File: src/design/sha_pkg.sv
// package for the sha-256 stream hasher: types, constants and a rotate function
package sha_pkg;

   localparam logic [31:0] K_ROUND [0:63] = '{
      32'h428a2f98, 32'h71374491, 32'hb5c0fbcf, 32'he9b5dba5, 32'h3956c25b, 32'h59f111f1,
      32'h923f82a4, 32'hab1c5ed5, 32'hd807aa98, 32'h12835b01, 32'h243185be, 32'h550c7dc3,
      32'h72be5d74, 32'h80deb1fe, 32'h9bdc06a7, 32'hc19bf174, 32'he49b69c1, 32'hefbe4786,
      32'h0fc19dc6, 32'h240ca1cc, 32'h2de92c6f, 32'h4a7484aa, 32'h5cb0a9dc, 32'h76f988da,
      32'h983e5152, 32'ha831c66d, 32'hb00327c8, 32'hbf597fc7, 32'hc6e00bf3, 32'hd5a79147,
      32'h06ca6351, 32'h14292967, 32'h27b70a85, 32'h2e1b2138, 32'h4d2c6dfc, 32'h53380d13,
      32'h650a7354, 32'h766a0abb, 32'h81c2c92e, 32'h92722c85, 32'ha2bfe8a1, 32'ha81a664b,
      32'hc24b8b70, 32'hc76c51a3, 32'hd192e819, 32'hd6990624, 32'hf40e3585, 32'h106aa070,
      32'h19a4c116, 32'h1e376c08, 32'h2748774c, 32'h34b0bcb5, 32'h391c0cb3, 32'h4ed8aa4a,
      32'h5b9cca4f, 32'h682e6ff3, 32'h748f82ee, 32'h78a5636f, 32'h84c87814, 32'h8cc70208,
      32'h90befffa, 32'ha4506ceb, 32'hbef9a3f7, 32'hc67178f2};

   localparam logic [31:0] K_INIT [0:7] = '{
      32'h6a09e667, 32'hbb67ae85, 32'h3c6ef372, 32'ha54ff53a,
      32'h510e527f, 32'h9b05688c, 32'h1f83d9ab, 32'h5be0cd19};

   localparam logic [7:0] PAD_BYTE = 8'h80;
   localparam logic [5:0] LEN_POS = 6'd56;
   localparam int QUEUE_DEPTH = 2;

   // one block handed from the packer to the compression engine
   typedef struct packed {
      logic [511:0] block;
      logic         final_blk;
   } block_job_type;

   function automatic logic [31:0] ror32(input logic [31:0] x, input int n);
      ror32 = (x >> n) | (x << (32 - n));
   endfunction

endpackage

File: src/design/sha_core.sv
// compression engine: one round per cycle, chaining update and digest output
module sha_core import sha_pkg::*; (
   input  logic          clock,
   input  logic          reset,
   input  logic          job_valid,
   output logic          job_ready,
   input  block_job_type job,
   output logic          out_valid,
   input  logic          out_ready,
   output logic [31:0]   out_word,
   output logic [2:0]    out_index,
   output logic          out_last
);

   typedef enum logic [3:0] {
      ST_IDLE  = 4'b0001,
      ST_ROUND = 4'b0010,
      ST_ADD   = 4'b0100,
      ST_OUT   = 4'b1000
   } state_type;

   state_type    state_ff;
   logic [31:0]  h_ff [8];
   logic [31:0]  v_ff [8];
   logic [31:0]  w_ff [16];
   logic [5:0]   rnd_ff;
   logic         fin_ff;
   logic [2:0]   idx_ff;
   logic [31:0]  t1, t2, wnew, s0w, s1w;

   assign job_ready = (state_ff == ST_IDLE);
   assign out_valid = (state_ff == ST_OUT);
   assign out_word = h_ff[idx_ff];
   assign out_index = idx_ff;
   assign out_last = (idx_ff == 3'd7);

   always_comb begin
      t1 = v_ff[7] + (ror32(v_ff[4], 6) ^ ror32(v_ff[4], 11) ^ ror32(v_ff[4], 25))
         + ((v_ff[4] & v_ff[5]) ^ (~v_ff[4] & v_ff[6])) + K_ROUND[rnd_ff] + w_ff[0];
      t2 = (ror32(v_ff[0], 2) ^ ror32(v_ff[0], 13) ^ ror32(v_ff[0], 22))
         + ((v_ff[0] & v_ff[1]) ^ (v_ff[0] & v_ff[2]) ^ (v_ff[1] & v_ff[2]));
      s0w = ror32(w_ff[1], 7) ^ ror32(w_ff[1], 18) ^ (w_ff[1] >> 3);
      s1w = ror32(w_ff[14], 17) ^ ror32(w_ff[14], 19) ^ (w_ff[14] >> 10);
      wnew = w_ff[0] + s0w + w_ff[9] + s1w;
   end

   always_ff @(posedge clock) begin
      if (reset) begin
         state_ff <= ST_IDLE;
         rnd_ff <= '0;
         idx_ff <= '0;
         fin_ff <= 1'b0;
         for (int i = 0; i < 8; i++) h_ff[i] <= K_INIT[i];
      end else begin
         unique case (state_ff)
            ST_IDLE: begin
               if (job_valid) begin
                  for (int i = 0; i < 16; i++) w_ff[i] <= job.block[511 - 32 * i -: 32];
                  for (int i = 0; i < 8; i++) v_ff[i] <= h_ff[i];
                  fin_ff <= job.final_blk;
                  rnd_ff <= '0;
                  state_ff <= ST_ROUND;
               end
            end
            ST_ROUND: begin
               for (int i = 0; i < 15; i++) w_ff[i] <= w_ff[i + 1];
               w_ff[15] <= wnew;
               v_ff[7] <= v_ff[6];
               v_ff[6] <= v_ff[5];
               v_ff[5] <= v_ff[4];
               v_ff[4] <= v_ff[3] + t1;
               v_ff[3] <= v_ff[2];
               v_ff[2] <= v_ff[1];
               v_ff[1] <= v_ff[0];
               v_ff[0] <= t1 + t2;
               rnd_ff <= rnd_ff + 6'd1;
               if (rnd_ff == 6'd63) state_ff <= ST_ADD;
            end
            ST_ADD: begin
               for (int i = 0; i < 8; i++) h_ff[i] <= h_ff[i] + v_ff[i];
               idx_ff <= '0;
               state_ff <= fin_ff ? ST_OUT : ST_IDLE;
            end
            ST_OUT: begin
               if (out_ready) begin
                  idx_ff <= idx_ff + 3'd1;
                  if (idx_ff == 3'd7) begin
                     for (int i = 0; i < 8; i++) h_ff[i] <= K_INIT[i];
                     state_ff <= ST_IDLE;
                  end
               end
            end
            default: state_ff <= ST_IDLE;
         endcase
      end
   end

`ifndef SYNTHESIS
   a_round_end: assert property (@(posedge clock) disable iff (reset)
      (state_ff == ST_ROUND && rnd_ff == 6'd63) |=> state_ff == ST_ADD)
      else $error("round counter did not end compression");
   a_out_only_final: assert property (@(posedge clock) disable iff (reset)
      (state_ff == ST_ADD) |=> (state_ff == ST_OUT) == $past(fin_ff))
      else $error("digest output without final block");
   a_hold: assert property (@(posedge clock) disable iff (reset)
      (out_valid && !out_ready) |=> $stable(idx_ff))
      else $error("digest index moved under stall");
`endif

endmodule

File: config.mk
export PLATFORM = sky130hd
export DESIGN_NAME = sha_core
export DESIGN_NICKNAME = d
export VERILOG_FILES = /design/src/design/sha_pkg.sv /design/src/design/sha_core.sv
export SDC_FILE = /design/constraint.sdc
export NUM_CORES = 2
export LEC_CHECK = 0
export ABC_CLOCK_PERIOD_IN_PS = 62100
export BUFFER_PORTS_ARGS = -buffer_cell sky130_fd_sc_hd__clkbuf_2
export CAP_MARGIN = 20
export CORE_ASPECT_RATIO = 2
export CORE_MARGIN = 1
export CORE_UTILIZATION = 30
export DETAILED_ROUTE_END_ITERATION = 12
export PLACE_DENSITY = 0.54
export SLEW_MARGIN = 10
export SYNTH_ARGS = -nofsm -noshare
export SYNTH_HDL_FRONTEND = slang
export SYNTH_SLANG_ARGS = --single-unit
File: constraint.sdc
create_clock -name clock -period 62.1 [get_ports clock]
set_input_delay 9.315 -clock clock [delete_from_list [all_inputs] [get_ports clock]]
set_output_delay 9.315 -clock clock [all_outputs]
set_load 0.05 [all_outputs]
# --- Word-level counts from Yosys, hierarchy flattened ---
# Memory sizes are Yosys's and may differ from the RTL's. A register that Yosys moved wholly into a read port is not among the register bits.
# Index checks and enable logic that the tools add are counted.
word_totals:
  reg_bits: 14
  latch_bits: 0
  mem_bits_rw: 1024
  mem_bits_ro: 2048
  inputBits: 517
  output_inout_bits: 38
  wordCells: 184
  memories: 4
memory_table:
  columns: ["name", "depth", "word_bits", "rd", "rd_clocked_by_memory_dff", "write_ports", "line_no", "source"]
  rows:
  - ["(name not given)", 64, 32, 1, 0, 0, "sha_core.sv:39", "+ ((v_ff[4] & v_ff[5]) ^ (~v_ff[4] & v_ff[6])) + K_ROUND[rnd_ff] + w_ff[0];"]
  - ["w_ff", 16, 32, 16, 0, 16, "sha_core.sv:25", "logic [31:0] w_ff [16];"]
  - ["h_ff", 8, 32, 9, 1, 8, "sha_core.sv:23", "logic [31:0] h_ff [8];"]
  - ["v_ff", 8, 32, 8, 0, 8, "sha_core.sv:24", "logic [31:0] v_ff [8];"]
op_classes:
  n_addsub: 20
  multipliers: 0
  div_mod_pow: 0
  order_cmp: 1
  n_eq_ne: 10
  shifts: 0
  n_mux: 71
  bitwise_logic: 68
  reduce_logical: 6
op_table:
  columns: ["op", "n"]
  rows:
  - ["$mux W32", 42]
  - ["$add A32 B32 Y32", 18]
  - ["$xor A32 B32 Y32", 9]
  - ["$and A32 B32 Y32", 5]
  - ["$or A1 B1 Y1", 40]
  - ["$not A32 Y32", 1]
  - ["$or A10 B32 Y32", 1]
  - ["$or A13 B32 Y32", 1]
  - ["$or A14 B32 Y32", 1]
  - ["$or A15 B32 Y32", 1]
  - ["$or A19 B32 Y32", 1]
  - ["$or A21 B32 Y32", 1]
  - ["$or A25 B32 Y32", 1]
  - ["$or A26 B32 Y32", 1]
  - ["$or A30 B32 Y32", 1]
  - ["$or A7 B32 Y32", 1]
  - ["$xor A32 B22 Y32", 1]
  - ["$xor A32 B29 Y32", 1]
  - ["$mux W4", 5]
  - ["$mux W1", 17]
  - ["$pmux W4 S4", 1]
  - ["$pmux W6 S2", 1]
  - ["$mux W3", 3]
  - ["$ge A7 B7 Y1 const B", 1]
  - ["other kinds (16)", 21]

# --- Depth between registers and ports, before layout ---
# An unclocked memory read counts as a cell.
depth:
  depth_word: 10
  mapped_depth: 40
  depth_no_buf: 39

# --- Worst setup path before layout ---
# OpenSTA, ideal clock, no wires.
synth_timing:
  path_kind: "in2reg"
  startpoint: "input port reset"
  endpoint: "memory v_ff[0][0] (enable)"
  t_arrival_ns: 41.664
  t_required_ns: 60.179
  path_slack_ns: 18.515
  cell_stages: 4
  path_buffers: 3
  cell_sequence: "clkbuf_1 > clkbuf_1 > clkbuf_1 > nor2_1"
synth_rtl:
  columns: ["item", "line_no", "source"]
  rows:
  - ["from (decl)", "sha_core.sv:4", "input logic reset,"]
  - ["to (decl)", "sha_core.sv:24", null]

==> qor.txt <==
status: complete, no violations
Worst Setup SP: reset
Die Y-Extent: 688 µm
number of synthesized flops with an enable pin: 896
post-CTS setup-driven buffer insertion count: 0
Port Buf Inserts: 554
Max-cap violations: 0
CTS tree: done
most common cell in the netlist: sky130_fd_sc_hd__nand2_1
DP Wirelength: 239 mm
number of antenna violations at the first check in global routing: 20
Num CTS Buffers: 101
FF-to-FF End: v_ff[0][31]
Worst Hold Class: flip-flop to flip-flop
final worst path period need: 13.84 ns
final count of hold timing violations: 0
total global routing track utilization: 0.252
ys flop type: sky130_fd_sc_hd__edfxtp_1
maximum number of pins on one net before global-route repair: 219
static leakage power: 33.1 nW
via count: 58.7k
via count of the first global-routing pass: 61.4k
CP Data Required Time: 62.76 ns
cell-internal power: 0.00168 W
FP Rows: 251
fraction of synthesis flops using an asynchronous set or reset pin: 0
FF-to-FF setup slack: 49.43 ns
sequential element share of the synthesized area: 0.422
worst-case clock buffer depth: 3
synth cell count leaders: sky130_fd_sc_hd__nand2_1, sky130_fd_sc_hd__edfxtp_1, sky130_fd_sc_hd__a21oi_1
Worst Reg2Reg Path Length in Cells: 38
worst slack on hold paths: 0.489 ns
DIE AREA: 237000 µm²
share of the synthesized area in the top cell type: 0.381
length of the first detailed-routing pass in iterations: 8
final RePlAce weighted congestion: 0.991
combinational fraction of design power: 0.476
crit share post-route: 0.223
global-route wire length before repair: 429 mm
aggregate negative setup slack: 0 ns
fin. max-slew vios: 0
power share of the sequential group: 0.293
critical path launch point type: input port
Ports: 555
Fin Clk Skew: 0.102 ns
part of the power in the clock network: 0.232
arrival time of the worst setup path: 14.49 ns
RSZ-0062 raised after global routing: no
switching pwr: 0.00121 W
final count of negative-setup-slack endpoints: 0
Chip Width: 345 µm
number of nets produced by synthesis: 8759
largest driver fanout on the critical path: 215
deepest level of the CTS H-tree: 3
Initial Utilization: 0.302
cell at the root of the clock tree: sky130_fd_sc_hd__clkbuf_16
Worst VDD drop: 0.0304 mV
Routed wire per std cell: 27.3 µm
WL final: 305 mm
Reg clk slew, reported paths: 0.07 ns
worst relative slew slack: 0.192
highest attainable clock frequency: 72.3 MHz
Worst Path Class, Setup: input port to flip-flop
insertion delay to the later sink of the worst-skew pair: 0.79 ns
largest cells by area after synthesis: sky130_fd_sc_hd__edfxtp_1, sky130_fd_sc_hd__nand2_1, sky130_fd_sc_hd__ha_1
P&R area growth vs syn: 13.6%
number of clock sinks seen by CTS: 1041
cts-stage hold buffer count: 0
total power divided by cell area: 36.0 nW/µm²
share of cells above drive strength 1: 0.123
launch instance of the worst register-to-register path: rnd_ff[0]
largest area contributor in the synthesized netlist: sky130_fd_sc_hd__edfxtp_1
Post-Syn Area: 70600 µm²
starting DRC count in detailed routing: 3982
number of remaining DRC errors: 0
syn avg cell area: 9.23 µm²
Final Net Count: 9157
Placeable Area: 234000 µm²
total congestion overflow: 0
post-route ant nets: 0
Mapped Cells: 7652
count of instances resized after the clock tree is built: 0
endpoint kind of the worst setup timing path: flip-flop
critical path endpoint: w_ff[0][35]
via count normalized by instance count: 5.25
slew at the pin with the worst max-slew slack: 1.21 ns
post-synthesis register bit count: 1041
synth warn: 0
number of different library cells in the post-synthesis netlist: 85
switching share of total power: 0.419
## power groups by stage
stage | registers, W | clock network [W] | logic (W)
after floorplan | 0.000878 | 0 | 0.000920
after global placement | 0.000859 | 0 | 0.00135
after detailed placement | 0.000860 | 0 | 0.00136
after CTS | 0.000845 | 0.000685 | 0.00137
after global routing | 0.000847 | 0.000704 | 0.00149
final | 0.000845 | 0.000670 | 0.00137
## state kept, by name (all words and copies together), names as in the netlist, named ones only
signal / flops
fin_ff: 1
h_ff: 256
state_ff: 4
rnd_ff: 6
v_ff: 256
w_ff: 512
out_index: 3
## logic make-up (layout without fill, tap and decap cells)
logic type | Yosys count | after routing | synth area share
xor+xnor | 540 | 540 | 0.0670
compound gates | 1429 | 1429 | 0.128
fa+ha+maj | 594 | 594 | 0.126
mux | 153 | 153 | 0.0358
flops | 1041 | 1041 | 0.422
other cells | 0 | 7 | 0
simple gates | 3195 | 3195 | 0.184
buf+inv | 700 | 1180 | 0.0372
## final cells by class
type | count | area (µm²)
fill | 24200 | 153000
multi-input combinational | 5911 | 38300
sequential | 1041 | 29800
tap | 3036 | 3800
timing repair buffer | 662 | 3630
clock buffer | 122 | 2610
inverter | 333 | 1260
clock inverter | 63 | 805
antenna | 7 | 17.5
## through the flow
step	instances	cell area [µm²]	worst slack, ns	power [W]	utilization
after floorplan	7652	70600	18.52	0.00180	-
after global placement	11000	76700	47.65	0.00221	0.328
after detailed placement	11000	76800	47.51	0.00221	0.329
after CTS	11200	80200	48.41	0.00290	0.343
after global routing	11200	80200	48.04	0.00304	0.343
final	11200	80200	48.26	0.00289	0.343
## cells in the final DEF, fill, tap and decap left out, types with 195 or more instances in the layout
master / count
sky130_fd_sc_hd__a21o_1: 198
sky130_fd_sc_hd__a21oi_1: 404
sky130_fd_sc_hd__clkbuf_2: 554
sky130_fd_sc_hd__edfxtp_1: 896
sky130_fd_sc_hd__fa_1: 195
sky130_fd_sc_hd__ha_1: 395
sky130_fd_sc_hd__inv_1: 329
sky130_fd_sc_hd__nand2_1: 2450
sky130_fd_sc_hd__nor2_1: 286
sky130_fd_sc_hd__o21ai_0: 344
sky130_fd_sc_hd__xnor2_1: 362
## worst min-delay path by stage
stage                             from            to  slack, ns  depth (start not counted)
after floorplan             h_ff[6][4]    h_ff[6][4]       0.46                          2
after global placement     h_ff[5][12]   h_ff[5][12]       0.47                          2
after detailed placement   h_ff[5][17]   h_ff[5][17]       0.48                          2
after CTS                 w_ff[0][154]  w_ff[0][122]       0.48                          2
after global routing      w_ff[0][154]  w_ff[0][122]       0.50                          2
final                     w_ff[1][137]  w_ff[1][105]       0.49                          2
## routing by layer
layer	part of all wire	vias to the layer above	global-route usage
li1	-	27200	-
met1	0.32	28500	0.229
met2	0.52	2177	0.471
met3	0.048	826	0.0384
met4	0.11	14	0.243
met5	0.00031	-	0
## critical path, cell delays in order
cell	delay (ns)
sky130_fd_sc_hd__clkbuf_2	0.08
sky130_fd_sc_hd__buf_4	0.52
sky130_fd_sc_hd__nand2b_4	0.51
sky130_fd_sc_hd__buf_4	0.73
sky130_fd_sc_hd__buf_4	0.63
sky130_fd_sc_hd__buf_4	0.56
sky130_fd_sc_hd__buf_4	0.75
sky130_fd_sc_hd__buf_12	0.70
sky130_fd_sc_hd__nand2_1	0.15
sky130_fd_sc_hd__nand2_1	0.11
(Power assumes the default switching activity.)
